<file path="config.mk">
export PLATFORM = sky130hd
export DESIGN_NAME = m3i_mul
export DESIGN_NICKNAME = d
export VERILOG_FILES = /design/src/rtl/m3i_mul.sv
export SDC_FILE = /design/constraint.sdc
export NUM_CORES = 2
export LEC_CHECK = 0
export ABC_AREA = 1
export ABC_CLOCK_PERIOD_IN_PS = 7700
export BUFFER_PORTS_ARGS = -buffer_cell sky130_fd_sc_hd__buf_2
export CORE_ASPECT_RATIO = 1.5
export CORE_MARGIN = 3
export CORE_UTILIZATION = 45
export CTS_BUF_LIST = sky130_fd_sc_hd__clkbuf_16
export DETAILED_ROUTE_END_ITERATION = 10
export GPL_TIMING_DRIVEN = 0
export PLACE_DENSITY = 0.58
export SETUP_SLACK_MARGIN = 0.2
export SYNTH_ARGS = -nofsm -noshare
export SYNTH_HDL_FRONTEND = slang
export SYNTH_SLANG_ARGS = --single-unit
</file>
<file path="constraint.sdc">
create_clock -name i_clk -period 7.7 [get_ports i_clk]
set_input_delay 1.54 -clock i_clk [delete_from_list [all_inputs] [get_ports i_clk]]
set_output_delay 1.54 -clock i_clk [all_outputs]
set_load 0.01 [all_outputs]
</file>
<file path="src/rtl/m3i_mul.sv">
// m3i_mul: two-stage signed multiplier, second operand split into chunks.
// Stand-alone; instantiated by matrix3_inverse_top.
`timescale 1ns / 1ps
`default_nettype none

module m3i_mul #(
    parameter int AW  = 32,
    parameter int BW  = 32,
    parameter int NCH = 2
) (
    input  wire                        i_clk,
    input  wire logic signed [AW-1:0]  i_a,
    input  wire logic signed [BW-1:0]  i_b,
    output logic signed [AW+BW-1:0]    o_p
);

    localparam int CW = (BW + NCH - 1) / NCH;
    localparam int XW = NCH * CW;
    localparam int PW = AW + CW + 1;
    localparam int SW = AW + XW + 1;

    logic signed [XW-1:0]    bx;
    logic signed [PW-1:0]    ax;
    logic signed [PW-1:0]    n_pp [NCH];
    logic signed [PW-1:0]    r_pp [NCH];
    logic signed [SW-1:0]    n_p;
    logic signed [AW+BW-1:0] r_p;

    assign bx = XW'(i_b);
    assign ax = PW'(i_a);

    // low chunks unsigned, top chunk carries the sign
    always_comb begin
        for (int i = 0; i < NCH; i++) begin
            if (i == NCH - 1) begin
                n_pp[i] = ax * PW'($signed(bx[i*CW +: CW]));
            end else begin
                n_pp[i] = ax * PW'($signed({1'b0, bx[i*CW +: CW]}));
            end
        end
    end

    always_comb begin
        n_p = '0;
        for (int i = 0; i < NCH; i++) begin
            n_p = n_p + (SW'(r_pp[i]) <<< (i * CW));
        end
    end

    always_ff @(posedge i_clk) begin
        for (int i = 0; i < NCH; i++) begin
            r_pp[i] <= n_pp[i];
        end
        r_p <= n_p[AW+BW-1:0];
    end

    assign o_p = r_p;

endmodule

`default_nettype wire

</file>
=== After elaboration in Yosys (flattened, before gate mapping) ===
Memory sizes are Yosys's and may differ from the RTL's.
Cells that the tools add are included.

* Bits in registers: 64
* Word-level logic and storage cells: 5
* RAM bits: 98
* Output and inout port bits: 64
* Memories: 1

* Multiply operators: 2
* Add/subtract/negate cells: 1

{| class="wikitable"
|+ Memory list
! memory !! words !! bits a word !! rd ports !! clocked after memory_dff !! write ports !! RTL line !! RTL
|-
| r_pp || 2 || 49 || 2 || 0 || 2 || 25 || <nowiki>logic signed [PW-1:0] r_pp [NCH];</nowiki>
|}

{| class="wikitable"
|+ Operator list
! cell !! number
|-
| $add A49 B64 Y64 || 1
|-
| $mul A32 B17 Y49 || 1
|-
| $mul A32 B16 Y48 || 1
|}

=== Longest topological paths before layout ===
* Depth in word-level cells: 1
* Gate-level depth with buffers: 28
* Mapped depth without buffers: 27

=== Worst setup path after synthesis ===
Ideal clock, no wire load.

* Kind: input to register
* Start: input port i_a[31]
* End: memory r_pp[0][48] (netlist name)
* Cell stages on the path: 21
* Arrival: 6557 ps
* Setup slack: 1029 ps
* Cells stage by stage: clkbuf_1 nand2_1 fa_1 inv_1 fa_1 inv_1 fa_1 fa_1 fa_1 fa_1 inv_1 ha_1 nand2_1 nor2_1 nand2_1 inv_1 nand2_1 nor2_1 nand2_1 nand4_1 nand2_1

{| class="wikitable"
|+ RTL lines
! what !! RTL line !! RTL
|-
| start, declared || 12 || <nowiki>input wire logic signed [AW-1:0] i_a,</nowiki>
|-
| end, declared || 25 ||
|}

==> impl_metrics.csv <==
group,metric,value,unit
global_routing,use_met3,3.13,%
logic_synthesis,ys_seq_area_share,6.84,%
place,port_buffers,128,
sta,rsz0062_at_grt,"no",
sta,period_needed,7.47,ns
global_routing,grt_pass1_vias,42000,
routing,drtIter0Drc,2886,
finish,drive_gt1_share,4.74,%
sta,hold_viol,0,
setup_path,end_kind,"flop",
floorplan,start_util,45.6,%
routing,vias,40800,
place,gp_congestion,0.992,
logic_synthesis,synth_cell_types,28,
place,place_area,49500,um^2
sta,layout_setup_ws,0.230,ns
floorplan,die_h,402,um
routing,routed_wl,168000,um
setup_path,arrival,7.69,ns
floorplan,core,103000,um^2
setup_path,critical_path_class,"in -> reg",
place,dp_hpwl,150000,um
global_routing,grt_use_met1,36.1,%
routing,vias_per_cell,4.96,
setup_path,start_kind,"primary input",
sta,worst_pin_slew,0.980,ns
logic_synthesis,syn-num-nets,7951,
floorplan,io_pins,129,
clock_network,postCtsHoldBufs,0,
setup_path,path_cells,"buf_2 > clkbuf_1 > nand2_1 > fa_1 > inv_1 > fa_1 > inv_1 > fa_1 > inv_1 > fa_1 > fa_1 > inv_1 > fa_1 > inv_1 > ha_1 > a21oi_1 > nand2_1 > o21bai_1 > nor2_1 > nand3_1 > nand2_1 > nand2_1",
setup_path,crit_path_top_delay_cell,"clkbuf_1",
setup_path,cpPeakStageDelay,0.56,ns
setup_path,rr_worst_depth,8,
worst_hold_path,hold_class,"reg -> reg",
finish,post-route-util,48.8,%
logic_synthesis,syn-cell-area,47100,um^2
setup_path,crit_top_cell,"fa_1",
routing,drtAntennaViolNets,0,
clock_network,ctsHtreeMaxLevel,4,
setup_path,crit_start,"i_b[13]",
logic_synthesis,ys_warn_count,0,
clock_network,cts_sinks,161,
global_routing,overflow,0,
setup_path,setup.worst_path.end,"r_pp[0][43]",
floorplan,die_x,270,um
sta,fin_crit_sh,97.0,%
logic_synthesis,synth_cells,6632,
finish,final_cell_area,50400,um^2
setup_path,cp_max_fo,10,
clock_network,clock_latency,0.51,ns
finish,area_growth,6.95,%
logic_synthesis,synth.ff_latch_count,161,
job,cap_violations,0,
sta,final-setup-viol-count,0,
sta,skew,0.0209,ns
clock_network,cts_buffers,25,
setup_path,reg2reg_to,"o_p[51]",
routing,drtPass1Iterations,8,
routing,wl_per_cell,20.5,um
routing,drc,0,
global_routing,grt_pass1_wl,251000,um
logic_synthesis,syn_area_per_cell,7.10,um^2
setup_path,rrSetupSlack,4.82,ns
floorplan,row_count,144,
global_routing,antenna_found_initial,21,
clock_network,clk_path_buf_depth,3,
run_status,status,"finished clean",
setup_path,r2r-start,"r_pp[0][48]",
clock_network,clk_pin_slew,0.07,ns
sta,relSlewSlack,34.7,%
global_routing,grt-busiest-layer,"met2",
global_routing,grt_use_met2,54.2,%
sta,max_clock_freq,0.134,GHz
sta,fin_hold_ws,0.312,ns
floorplan,dieArea,109000,um^2
global_routing,grt_max_degree,19,
clock_network,cts_tree,"yes",
place,dp_slack,-0.907,ns
finish,nets,8103,
setup_path,required,7.92,ns
global_routing,grtUsageTotal,31.5,%
sta,maxSlewViolCount,0,
clock_network,cts_root_buf,"clkbuf_16",
## cells in the final DEF (no fill, tap or decap), types with 3 or more instances in the layout
cell type	netlist	routed
clkbuf_4	0	4
nand3b_1	7	7
nor2_1	217	216
nand2_1	2198	2193
o21a_1	7	7
xnor2_1	5	5
nand4_1	39	39
xor2_1	80	79
nor2_2	32	33
a21oi_1	81	81
nand3_1	163	163
nand2_2	26	30
fa_2	0	3
fa_1	976	973
buf_2	0	130
clkinv_2	0	4
clkbuf_2	0	38
ha_1	278	276
clkbuf_16	0	25
or2_2	6	6
inv_2	18	18
nor3_1	16	16
o21bai_1	8	8
nand3_2	10	10
nor3_2	5	5
nor2_4	9	9
dfxtp_1	161	161
clkinv_1	3	5
clkbuf_1	192	144
diode_2	0	43
inv_1	2088	2088
## cell families (layout without fill, tap and decap cells)
group,count (synthesis),count (layout),synth area share [%]
XOR/XNOR,85,85,1.58
AO/OA/AOI/OAI,101,101,1.18
adder cells (fa/ha/maj),1254,1254,48.9
flip-flops,161,161,6.84
other,0,43,0
AND/OR/NAND/NOR,2730,2730,23.2
buffers and inverters,2301,2459,18.3
## cell type report
class,count,area [um^2]
sequential,161,3220
buffer,189,781
antenna,43,108
tap,1387,1740
multi-input combinational,4170,35300
clock inverter,8,65.1
timing repair buffer,128,641
fill,10800,52900
clock buffer,25,626
inverter,2109,7920
## synthesized netlist by cell type
library cell	count	share of area [%]
nand2_1	2198	18
inv_1	2088	17
fa_1	976	41
ha_1	278	7.4
nor2_1	217	1.7
clkbuf_1	192	1.5
nand3_1	163	1.7
dfxtp_1	161	6.8
a21oi_1	81	0.86
xor2_1	80	1.5
nand4_1	39	0.52
nor2_2	32	0.43
nand2_2	26	0.35
inv_2	18	0.14
nor3_1	16	0.17
nand3_2	10	0.21
nor2_4	9	0.22
o21bai_1	8	0.13
nand3b_1	7	0.11
o21a_1	7	0.11
or2_2	6	0.080
nor3_2	5	0.11
xnor2_1	5	0.093
clkinv_1	3	0.024
a21o_1	2	0.032
and2_1	2	0.027
o21ai_0	2	0.021
o211ai_2	1	0.027
## state kept, by name (all words and copies together), names as in the netlist
| signal | flops |
|---|---|
| o_p | 64 |
| r_pp | 97 |
## routing by layer
| metal | share of wire, % | vias to the layer above |
|---|---|---|
| li1 | - | 18700 |
| met1 | 36 | 20000 |
| met2 | 49 | 1598 |
| met3 | 6.2 | 501 |
| met4 | 9.4 | 8 |
| met5 | 0.036 | - |
## worst max-delay path: cells and delay by family
family,cells,cell delay [ns]
compound gates,2,0.59
fa+ha+maj,7,3.44
buf+inv,7,1.02
simple gates,6,1.05
## worst min path at each step
stage | start | end | depth (start not counted)
CTS | r_pp[0][2] | o_p[2] | 0
global placement | r_pp[0][1] | o_p[1] | 0
global route | r_pp[0][2] | o_p[2] | 0
finish | r_pp[0][2] | o_p[2] | 0
floorplan | r_pp[0][0] | o_p[0] | 0
detailed placement | r_pp[0][6] | o_p[6] | 0
## repair_timing
item	CTS	global route
resized for setup	18	95
setup buffers	0	0
cloned	0	0
endpoints found under the setup margin	11	22
## per-stage QoR
| step | cells | setup TNS, ns |
|---|---|---|
| floorplan | 6632 | 0 |
| global placement | 8147 | -10.31 |
| detailed placement | 8147 | -10.54 |
| CTS | 8178 | 0 |
| global route | 8206 | 0 |
| finish | 8220 | 0 |
Power is left out: the tool's default activity adds up to more than one toggle a clock period on the data nets, which glitch-free logic cannot reach.
